$ cat config.mk
export PLATFORM = sky130hd
export DESIGN_NAME = i2c_register_block_reader_unit_flat
export DESIGN_NICKNAME = d
export VERILOG_FILES = /design/src/hw/rtl/i2cbr_pkg.sv /design/src/hw/rtl/i2cbr_in_if.sv /design/src/hw/rtl/i2cbr_out_if.sv /design/src/hw/rtl/i2c_register_block_reader_unit.sv /design/src/flat_wrapper.sv
export SDC_FILE = /design/constraint.sdc
export NUM_CORES = 1
export LEC_CHECK = 0
export ABC_AREA = 1
export BUFFER_PORTS_ARGS = -buffer_cell sky130_fd_sc_hd__buf_2
export CAP_MARGIN = 20
export CORE_ASPECT_RATIO = 0.8
export CORE_MARGIN = 1.5
export CORE_UTILIZATION = 46
export DETAILED_ROUTE_END_ITERATION = 6
export PLACE_DENSITY = 0.84
export SLEW_MARGIN = 20
export SYNTH_ARGS = -nofsm -noshare
export SYNTH_HDL_FRONTEND = slang
export SYNTH_SLANG_ARGS = --single-unit
export TNS_END_PERCENT = 20
$ cat constraint.sdc
create_clock -name clk -period 1.7 [get_ports clk]
set_input_delay 0.255 -clock clk [delete_from_list [all_inputs] [get_ports clk]]
set_output_delay 0.255 -clock clk [all_outputs]
set_load 0.005 [all_outputs]
$ cat src/hw/rtl/i2cbr_pkg.sv
// ----------------------------------------------------------------------------
// I2C register block reader package
// Command codes, register indexes and sizing constants used by the reader;
// its channel interfaces declare matching fields of their own.
// ----------------------------------------------------------------------------
`default_nettype none

package i2cbr_pkg;

	// Host buffer depth; the block length saturates to this.
	localparam int BUFFER_DEPTH = 32;

	// Width of the length compare (byte count plus one bit of headroom).
	localparam int LEN_W = 7;

	// Peripheral commands issued by the sequencer.
	typedef enum logic [2:0] {
		CMD_NONE       = 3'd0,
		CMD_RESET_STOP = 3'd1,
		CMD_START      = 3'd2,
		CMD_TRANSMIT   = 3'd3,
		CMD_RECEIVE    = 3'd4,
		CMD_ACK        = 3'd5,
		CMD_STOP       = 3'd6
	} cmd_t;

	// Configuration register indexes (word address).
	typedef enum logic [1:0] {
		REG_DEVICE_ADDRESS   = 2'd0,
		REG_REGISTER_ADDRESS = 2'd1,
		REG_BYTE_COUNT       = 2'd2,
		REG_UNUSED           = 2'd3
	} reg_idx_t;

	// Acknowledge bit values carried in data_byte.
	localparam logic [7:0] ACK_BIT  = 8'd0;
	localparam logic [7:0] NACK_BIT = 8'd1;

	// Register reset values.
	localparam logic [6:0] DEVICE_ADDRESS_RST   = 7'd0;
	localparam logic [7:0] REGISTER_ADDRESS_RST = 8'd0;
	localparam logic [5:0] BYTE_COUNT_RST       = 6'd1;

	// One poll of the peripheral status.
	typedef struct packed {
		logic       restart;
		logic       start_busy;
		logic       stop_busy;
		logic       receive_busy;
		logic       ack_busy;
		logic       transmit_active;
		logic       write_collision;
		logic [7:0] rx_byte;
	} poll_t;

	// One result of the sequencer.
	typedef struct packed {
		logic [2:0] command;
		logic [7:0] data_byte;
		logic       clear_collision;
		logic       store_valid;
		logic [4:0] store_index;
		logic [7:0] store_byte;
		logic       done_res;
	} result_t;

endpackage

`default_nettype wire

$ cat src/hw/rtl/i2cbr_in_if.sv
// ----------------------------------------------------------------------------
// I2C register block reader poll channel
// Valid/ready channel that carries one peripheral status poll.
// ----------------------------------------------------------------------------
`default_nettype none

interface i2cbr_in_if;
	logic       valid;
	logic       ready;
	logic       restart;
	logic       start_busy;
	logic       stop_busy;
	logic       receive_busy;
	logic       ack_busy;
	logic       transmit_active;
	logic       write_collision;
	logic [7:0] rx_byte;

	modport source (
		output valid, restart, start_busy, stop_busy, receive_busy, ack_busy,
		       transmit_active, write_collision, rx_byte,
		input  ready
	);

	modport sink (
		input  valid, restart, start_busy, stop_busy, receive_busy, ack_busy,
		       transmit_active, write_collision, rx_byte,
		output ready
	);
endinterface

`default_nettype wire

$ cat src/hw/rtl/i2cbr_out_if.sv
// ----------------------------------------------------------------------------
// I2C register block reader result channel
// Valid/ready channel that carries one peripheral command and buffer store.
// ----------------------------------------------------------------------------
`default_nettype none

interface i2cbr_out_if;
	logic       valid;
	logic       ready;
	logic [2:0] command;
	logic [7:0] data_byte;
	logic       clear_collision;
	logic       store_valid;
	logic [4:0] store_index;
	logic [7:0] store_byte;
	logic       done_res;

	modport source (
		output valid, command, data_byte, clear_collision, store_valid,
		       store_index, store_byte, done_res,
		input  ready
	);

	modport sink (
		input  valid, command, data_byte, clear_collision, store_valid,
		       store_index, store_byte, done_res,
		output ready
	);
endinterface

`default_nettype wire

$ cat src/hw/rtl/i2c_register_block_reader_unit.sv
// ----------------------------------------------------------------------------
// I2C register block reader
// Path: an accepted poll is held in the input register, and its result is
// then held in the result register. Throughput: one poll per cycle while
// the result channel takes each result, set by the single step of the
// sequencer taken between the two registers.
// Reset: arst_n clears the sequencer to step 0, the byte index to 0, both
// channel registers to empty and the configuration registers to defaults.
// ----------------------------------------------------------------------------
`default_nettype none

module i2c_register_block_reader_unit (
	input  wire logic        clk,
	input  wire logic        arst_n,
	input  wire logic        psel,
	input  wire logic        penable,
	input  wire logic        pwrite,
	input  wire logic [3:0]  paddr,
	input  wire logic [31:0] pwdata,
	output logic      [31:0] prdata,
	output logic             pready,
	i2cbr_in_if.sink         req,
	i2cbr_out_if.source      rsp
);

	// Sequencer steps.
	typedef enum logic [3:0] {
		ST_START      = 4'd0,
		ST_DEV_WR     = 4'd1,
		ST_COLL_CHECK = 4'd2,
		ST_SLAVE_ACK  = 4'd3,
		ST_REG_ADDR   = 4'd4,
		ST_RESTART    = 4'd5,
		ST_DEV_RD     = 4'd6,
		ST_RECV_FIRST = 4'd7,
		ST_STORE_ACK  = 4'd8,
		ST_RECV_NEXT  = 4'd9,
		ST_STOP       = 4'd10,
		ST_DONE       = 4'd11
	} step_t;

	// Configuration registers.
	logic [6:0] device_address_q;
	logic [7:0] register_address_q;
	logic [5:0] byte_count_q;

	// Sequencer state.
	step_t      step_q;
	logic [5:0] byte_index_q;

	// Input stage and result stage.
	logic                 valid_s1;
	i2cbr_pkg::poll_t     poll_s1;
	logic                 valid_s2;
	i2cbr_pkg::result_t   res_s2;

	// Next-state logic outputs.
	step_t                step_d;
	logic [5:0]           byte_index_d;
	i2cbr_pkg::result_t   res_d;

	logic                    advance;
	logic                    busy;
	logic [i2cbr_pkg::LEN_W-1:0] eff_len;
	logic [5:0]              index_inc;
	i2cbr_pkg::reg_idx_t     wr_idx;
	logic                    cfg_write;

	// APB access: always ready, write on the access phase.
	assign pready    = 1'b1;
	assign cfg_write = psel && penable && pwrite;
	assign wr_idx    = i2cbr_pkg::reg_idx_t'(paddr[3:2]);

	always_comb begin
		unique case (wr_idx)
			i2cbr_pkg::REG_DEVICE_ADDRESS:   prdata = {25'd0, device_address_q};
			i2cbr_pkg::REG_REGISTER_ADDRESS: prdata = {24'd0, register_address_q};
			i2cbr_pkg::REG_BYTE_COUNT:       prdata = {26'd0, byte_count_q};
			default:                         prdata = 32'd0;
		endcase
	end

	always_ff @(posedge clk or negedge arst_n) begin
		if (!arst_n) begin
			device_address_q   <= i2cbr_pkg::DEVICE_ADDRESS_RST;
			register_address_q <= i2cbr_pkg::REGISTER_ADDRESS_RST;
			byte_count_q       <= i2cbr_pkg::BYTE_COUNT_RST;
		end else if (cfg_write) begin
			unique case (wr_idx)
				i2cbr_pkg::REG_DEVICE_ADDRESS:   device_address_q   <= pwdata[6:0];
				i2cbr_pkg::REG_REGISTER_ADDRESS: register_address_q <= pwdata[7:0];
				i2cbr_pkg::REG_BYTE_COUNT:       byte_count_q       <= pwdata[5:0];
				default: ;
			endcase
		end
	end

	// Handshakes: the input register moves on when the result register is
	// free or is being emptied in the same cycle.
	assign advance   = valid_s1 && (!valid_s2 || rsp.ready);
	assign req.ready = !valid_s1 || advance;

	// Block length: a zero count reads one byte, and the length saturates
	// at the buffer depth.
	always_comb begin
		eff_len = {1'b0, byte_count_q};
		if (byte_count_q == 6'd0) begin
			eff_len = i2cbr_pkg::LEN_W'(1);
		end
		if (eff_len > i2cbr_pkg::LEN_W'(i2cbr_pkg::BUFFER_DEPTH)) begin
			eff_len = i2cbr_pkg::LEN_W'(i2cbr_pkg::BUFFER_DEPTH);
		end
	end

	assign index_inc = byte_index_q + 6'd1;
	assign busy = poll_s1.start_busy || poll_s1.stop_busy || poll_s1.receive_busy
		|| poll_s1.ack_busy || poll_s1.transmit_active;

	// One sequencer step for the poll held in the input register.
	always_comb begin
		res_d        = '0;
		res_d.command = i2cbr_pkg::CMD_NONE;
		step_d       = step_q;
		byte_index_d = byte_index_q;
		priority if (poll_s1.restart) begin
			res_d.command = i2cbr_pkg::CMD_RESET_STOP;
			step_d        = ST_START;
			byte_index_d  = 6'd0;
		end else if (busy) begin
			res_d.done_res = (step_q == ST_DONE);
		end else begin
			unique case (step_q)
				ST_START: begin
					res_d.command = i2cbr_pkg::CMD_START;
					step_d        = ST_DEV_WR;
				end
				ST_DEV_WR: begin
					res_d.command   = i2cbr_pkg::CMD_TRANSMIT;
					res_d.data_byte = {device_address_q, 1'b0};
					step_d          = ST_COLL_CHECK;
				end
				ST_COLL_CHECK: begin
					// A collision on the first address starts the sequence over.
					if (poll_s1.write_collision) begin
						res_d.clear_collision = 1'b1;
						step_d                = ST_START;
					end else begin
						step_d = ST_SLAVE_ACK;
					end
				end
				ST_SLAVE_ACK: begin
					step_d = ST_REG_ADDR;
				end
				ST_REG_ADDR: begin
					res_d.command   = i2cbr_pkg::CMD_TRANSMIT;
					res_d.data_byte = register_address_q;
					step_d          = ST_RESTART;
				end
				ST_RESTART: begin
					res_d.clear_collision = poll_s1.write_collision;
					res_d.command         = i2cbr_pkg::CMD_START;
					step_d                = ST_DEV_RD;
				end
				ST_DEV_RD: begin
					res_d.command   = i2cbr_pkg::CMD_TRANSMIT;
					res_d.data_byte = {device_address_q, 1'b1};
					step_d          = ST_RECV_FIRST;
				end
				ST_RECV_FIRST, ST_RECV_NEXT: begin
					res_d.clear_collision = poll_s1.write_collision;
					res_d.command         = i2cbr_pkg::CMD_RECEIVE;
					step_d                = ST_STORE_ACK;
				end
				ST_STORE_ACK: begin
					// Store the byte, then ack it, or nack it if it is the last.
					res_d.store_valid = 1'b1;
					res_d.store_index = byte_index_q[4:0];
					res_d.store_byte  = poll_s1.rx_byte;
					res_d.command     = i2cbr_pkg::CMD_ACK;
					byte_index_d      = index_inc;
					if ({1'b0, index_inc} >= eff_len) begin
						res_d.data_byte = i2cbr_pkg::NACK_BIT;
						step_d          = ST_STOP;
					end else begin
						res_d.data_byte = i2cbr_pkg::ACK_BIT;
						step_d          = ST_RECV_NEXT;
					end
				end
				ST_STOP: begin
					res_d.command = i2cbr_pkg::CMD_STOP;
					step_d        = ST_DONE;
				end
				ST_DONE: begin
					res_d.done_res = 1'b1;
				end
				default: begin
					step_d = ST_START;
				end
			endcase
		end
	end

	// Sequencer state, input register and result register.
	always_ff @(posedge clk or negedge arst_n) begin
		if (!arst_n) begin
			step_q       <= ST_START;
			byte_index_q <= 6'd0;
			valid_s1     <= 1'b0;
			valid_s2     <= 1'b0;
			poll_s1      <= '0;
			res_s2       <= '0;
		end else begin
			if (req.ready) begin
				valid_s1 <= req.valid;
				poll_s1  <= {req.restart, req.start_busy, req.stop_busy,
					req.receive_busy, req.ack_busy, req.transmit_active,
					req.write_collision, req.rx_byte};
			end
			if (advance) begin
				step_q       <= step_d;
				byte_index_q <= byte_index_d;
				res_s2       <= res_d;
				valid_s2     <= 1'b1;
			end else if (rsp.ready) begin
				valid_s2 <= 1'b0;
			end
		end
	end

	// Result channel.
	assign rsp.valid           = valid_s2;
	assign rsp.command         = res_s2.command;
	assign rsp.data_byte       = res_s2.data_byte;
	assign rsp.clear_collision = res_s2.clear_collision;
	assign rsp.store_valid     = res_s2.store_valid;
	assign rsp.store_index     = res_s2.store_index;
	assign rsp.store_byte      = res_s2.store_byte;
	assign rsp.done_res        = res_s2.done_res;

endmodule

`default_nettype wire
$ cat src/flat_wrapper.sv
// flat-port wrapper written by rule: the top's interface ports become plain ports
module i2c_register_block_reader_unit_flat 
  (clk, arst_n, psel, penable, pwrite, paddr, pwdata, prdata, pready, req_valid, req_restart, req_start_busy, req_stop_busy, req_receive_busy, req_ack_busy, req_transmit_active, req_write_collision, req_rx_byte, req_ready, rsp_valid, rsp_command, rsp_data_byte, rsp_clear_collision, rsp_store_valid, rsp_store_index, rsp_store_byte, rsp_done_res, rsp_ready);
  i2cbr_in_if req_i ();
  i2cbr_out_if rsp_i ();
  input  wire logic clk;
  input  wire logic arst_n;
  input  wire logic psel;
  input  wire logic penable;
  input  wire logic pwrite;
  input  wire logic [3:0] paddr;
  input  wire logic [31:0] pwdata;
  output logic      [31:0] prdata;
  output logic pready;
  input wire logic [$bits(req_i.valid)-1:0] req_valid;
  input wire logic [$bits(req_i.restart)-1:0] req_restart;
  input wire logic [$bits(req_i.start_busy)-1:0] req_start_busy;
  input wire logic [$bits(req_i.stop_busy)-1:0] req_stop_busy;
  input wire logic [$bits(req_i.receive_busy)-1:0] req_receive_busy;
  input wire logic [$bits(req_i.ack_busy)-1:0] req_ack_busy;
  input wire logic [$bits(req_i.transmit_active)-1:0] req_transmit_active;
  input wire logic [$bits(req_i.write_collision)-1:0] req_write_collision;
  input wire logic [$bits(req_i.rx_byte)-1:0] req_rx_byte;
  output wire logic [$bits(req_i.ready)-1:0] req_ready;
  output wire logic [$bits(rsp_i.valid)-1:0] rsp_valid;
  output wire logic [$bits(rsp_i.command)-1:0] rsp_command;
  output wire logic [$bits(rsp_i.data_byte)-1:0] rsp_data_byte;
  output wire logic [$bits(rsp_i.clear_collision)-1:0] rsp_clear_collision;
  output wire logic [$bits(rsp_i.store_valid)-1:0] rsp_store_valid;
  output wire logic [$bits(rsp_i.store_index)-1:0] rsp_store_index;
  output wire logic [$bits(rsp_i.store_byte)-1:0] rsp_store_byte;
  output wire logic [$bits(rsp_i.done_res)-1:0] rsp_done_res;
  input wire logic [$bits(rsp_i.ready)-1:0] rsp_ready;
  assign req_i.valid = req_valid;
  assign req_i.restart = req_restart;
  assign req_i.start_busy = req_start_busy;
  assign req_i.stop_busy = req_stop_busy;
  assign req_i.receive_busy = req_receive_busy;
  assign req_i.ack_busy = req_ack_busy;
  assign req_i.transmit_active = req_transmit_active;
  assign req_i.write_collision = req_write_collision;
  assign req_i.rx_byte = req_rx_byte;
  assign req_ready = req_i.ready;
  assign rsp_valid = rsp_i.valid;
  assign rsp_command = rsp_i.command;
  assign rsp_data_byte = rsp_i.data_byte;
  assign rsp_clear_collision = rsp_i.clear_collision;
  assign rsp_store_valid = rsp_i.store_valid;
  assign rsp_store_index = rsp_i.store_index;
  assign rsp_store_byte = rsp_i.store_byte;
  assign rsp_done_res = rsp_i.done_res;
  assign rsp_i.ready = rsp_ready;
  i2c_register_block_reader_unit u_core (.clk(clk), .arst_n(arst_n), .psel(psel), .penable(penable), .pwrite(pwrite), .paddr(paddr), .pwdata(pwdata), .prdata(prdata), .pready(pready), .req(req_i), .rsp(rsp_i));
endmodule
==> results.py <==
metrics = {
    "run": {
        "drv_cap": 0,
    },
    "cts": {
        "clock-sinks": 75,
        "clk_pin_slew_worst_paths_ns": 0.08,
        "cts_made_buffers": 9,
        "insertion_delay_ns": 0.36,
        "h-tree-depth": 3,
        "cts_buffer_depth": 2,
        "cts-root-buf": "clkbuf_8",
        "cts_tree": "built",
    },
    "grt": {
        "grtUsageTotal": 0.205,
        "grt_pass1_wl_um": 14300,
        "grt_pass1_vias": 3132,
        "antenna_found_initial": 0,
        "overflow": 0,
        "grt_max_degree": 76,
    },
    "timing": {
        "holdWs_ns": 0.0910,
        "slew_violations": 0,
        "post-route-period-util": 1.13,
        "finalHoldViolations": 0,
        "finClkSkew_ns": 0.0110,
        "setup_viol": 4,
        "max_freq_mhz": 522,
        "setup_ws_ns": -0.215,
        "rsz0062_at_grt": "yes",
        "min_period_ns": 1.92,
    },
    "yosys": {
        "yosys_warnings": 0,
        "synth_top_area_frac": 0.495,
        "synth_edf_count": 0,
        "yosysUniqueCellTypes": 31,
        "yosysMostFrequentCell": "nand2_1",
        "ys_seq_area_frac": 0.502,
        "synth-seq-cells": 75,
        "syn_area_per_cell_um2": 8.35,
        "synth_commonest_cells": "141 x nand2_1, 74 x dfrtp_1, 45 x inv_1",
        "synthFlopType": "dfrtp_1",
        "synth_cells": 448,
        "syn-cell-area_um2": 3740,
        "async_flop_share": 1.00,
        "yosysTopAreaCell": "dfrtp_1",
        "synthTopCellsByArea": "dfrtp_1 49%, nand2_1 14%, buf_4 5.0%, inv_1 4.5%, o21ai_0 4.1%",
    },
    "worst_setup_path": {
        "crit_path_start_kind": "flop",
        "critPathKind": "flop to flop",
        "crit_top_cell": "nand2_1",
        "slowest_stage": "dfrtp_1",
        "crit_required_ns": 1.95,
        "crit_path_end": "u_core.rsp.data_byte[0]",
        "reg2reg_from": "u_core.byte_index_q[0]",
        "cp-end-kind": "flop",
        "crit_arrival_ns": 2.17,
        "slowest_delay_ns": 0.42,
        "critical_path.max_fanout": 4,
        "startpoint": "u_core.byte_index_q[0]",
        "crit_family": "simple AND/OR/NAND/NOR gates",
        "path_cells": "ha_2, nand3_2, xor2_2, inv_1, ha_4, nand2_4, inv_2, a21oi_2, nand2_1, nand2_2, nand3_2, nand2_1, nand2_1",
        "reg2reg_depth": 13,
        "cp_num_buf_inv": 2,
        "cp.depth": 13,
        "r2r-end": "u_core.rsp.data_byte[0]",
        "rrSetupSlack_ns": -0.22,
    },
    "die": {
        "chipHeight_um": 83.7,
        "start_util": 0.473,
        "core_um2": 7910,
        "row_count": 29,
        "io_pins": 120,
        "die_area_um2": 8690,
        "die_x_um": 104,
    },
    "drt": {
        "drt_iter0_drc": 173,
        "via_per_inst": 4.90,
        "ant_nets": 0,
        "vias": 3188,
        "wl_per_cell_um": 13.0,
        "dr.pass1.iters": 5,
        "drc": 0,
        "postRouteWirelength_um": 8470,
    },
    "layout": {
        "antenna_cells": 0,
        "stdcell_area_um2": 4530,
        "regArea_um2": 1880,
        "fin_util": 0.572,
        "drive_gt1_frac": 0.286,
        "nFillCells": 743,
        "nets": 602,
        "syn_to_final_growth_pct": 21.0,
        "multi_input_area_um2": 1590,
    },
    "placed_design": {
        "gp_congestion": 0.885,
        "dp_hpwl_um": 6040,
        "portBuffers": 68,
        "place_area_um2": 4230,
    },
    "pwr": {
        "peakVddDrop_v": 0.000461,
        "finalPower_mw": 4.16,
        "power_density_nw_per_um2": 919,
        "p_leak_nw": 2.49,
    },
    "status": {
        "failed_checks": "setup timing",
        "status": "finished, violations left",
    },
    "min_path": {
        "hold_path.class": "input port to flop",
    },
}
## where the power goes
group | total [mW] | switching (mW) | internal (mW)
Sequential | 2.06 | 0.113 | 1.95
Combinational | 0.715 | 0.421 | 0.293
Clock | 1.39 | 0.674 | 0.711
## through the flow
step                      TNS (ns)  std cells  setup WS (ns)
after floorplan             -0.149        471        -0.0746
after detailed placement    -0.586        630         -0.228
final                       -0.605        650         -0.215
after global placement      -0.357        630         -0.148
after global routing         -1.12        650         -0.353
after CTS                   -0.636        648         -0.239
## cell type report
class                      instances  share of cell area
clock buffer                      11              0.0312
clock inverter                     5              0.0116
inverter                          53              0.0442
multi-input combinational        308               0.352
sequential                        75               0.415
tap                              108              0.0299
timing repair buffer              90               0.117
## tightest hold or removal path, delay by kind of cell
family	cells	cell delay, ns
simple gates	1	0.05
buf+inv	2	0.10
## state kept, by name (all words and copies together), names as in the netlist
name and cells:
u_core.byte_count_q 6, u_core.byte_index_q 6, u_core.device_address_q 7, u_core.poll_s1 15, u_core.register_address_q 8, u_core.rsp.clear_collision 1, u_core.rsp.command 3, u_core.rsp.data_byte 8
u_core.rsp.done_res 1, u_core.rsp.store_byte 8, u_core.rsp.store_index 5, u_core.rsp.store_valid 1, u_core.rsp.valid 1, u_core.step_q 4, u_core.valid_s1 1
## worst min path at each step
stage                          from  slack, ns  cells past startpoint                    endpoint
final                     req_valid       0.09                      3             u_core.valid_s1
after detailed placement     arst_n       0.31                      2      u_core.byte_count_q[2]
after floorplan              arst_n      -0.04                      0      u_core.byte_count_q[1]
after global routing      req_valid       0.09                      3             u_core.valid_s1
after CTS                 req_valid       0.08                      3             u_core.valid_s1
after global placement       arst_n       0.31                      2  u_core.device_address_q[2]
## timing repair
action | in CTS | in global routing
hold buffers | 1 | 0
resized for setup | 3 | 13
endpoints found under the setup margin | 4 | 6
pin swaps | 3 | 9
endpoints found under the hold margin | 74 | 0
buffers inserted | 1 | 2
## placed cells by master (no fill, tap or decap), types with 10 or more instances in the layout
cell	n
nand2_1	136
dfrtp_1	74
buf_2	68
inv_1	43
o21ai_0	31
conb_1	25
o21ai_1	19
buf_4	18
nor2_1	14
nand3_1	14
clkbuf_8	10
## cells by family (layout without fill, tap and decap cells)
kind of cell / count (synthesis) / after routing / share of synthesized area
compound gates: 82 / 82 / 0.129
xor+xnor: 4 / 4 / 0.00936
fa+ha+maj: 7 / 7 / 0.0234
buf+inv: 88 / 159 / 0.118
flops: 75 / 75 / 0.502
mux: 2 / 2 / 0.00602
other cells: 2 / 25 / 0.00201
simple gates: 188 / 188 / 0.211
## per-layer routing
metal | global-route usage | vias to the layer above | share of wire
li1 | - | 1553 | -
met1 | 0.268 | 1490 | 0.44
met2 | 0.318 | 129 | 0.47
met3 | 0.0664 | 16 | 0.075
met4 | 0.0783 | 0 | 0.019
met5 | 0 | - | 0
(Power assumes the default switching activity.)
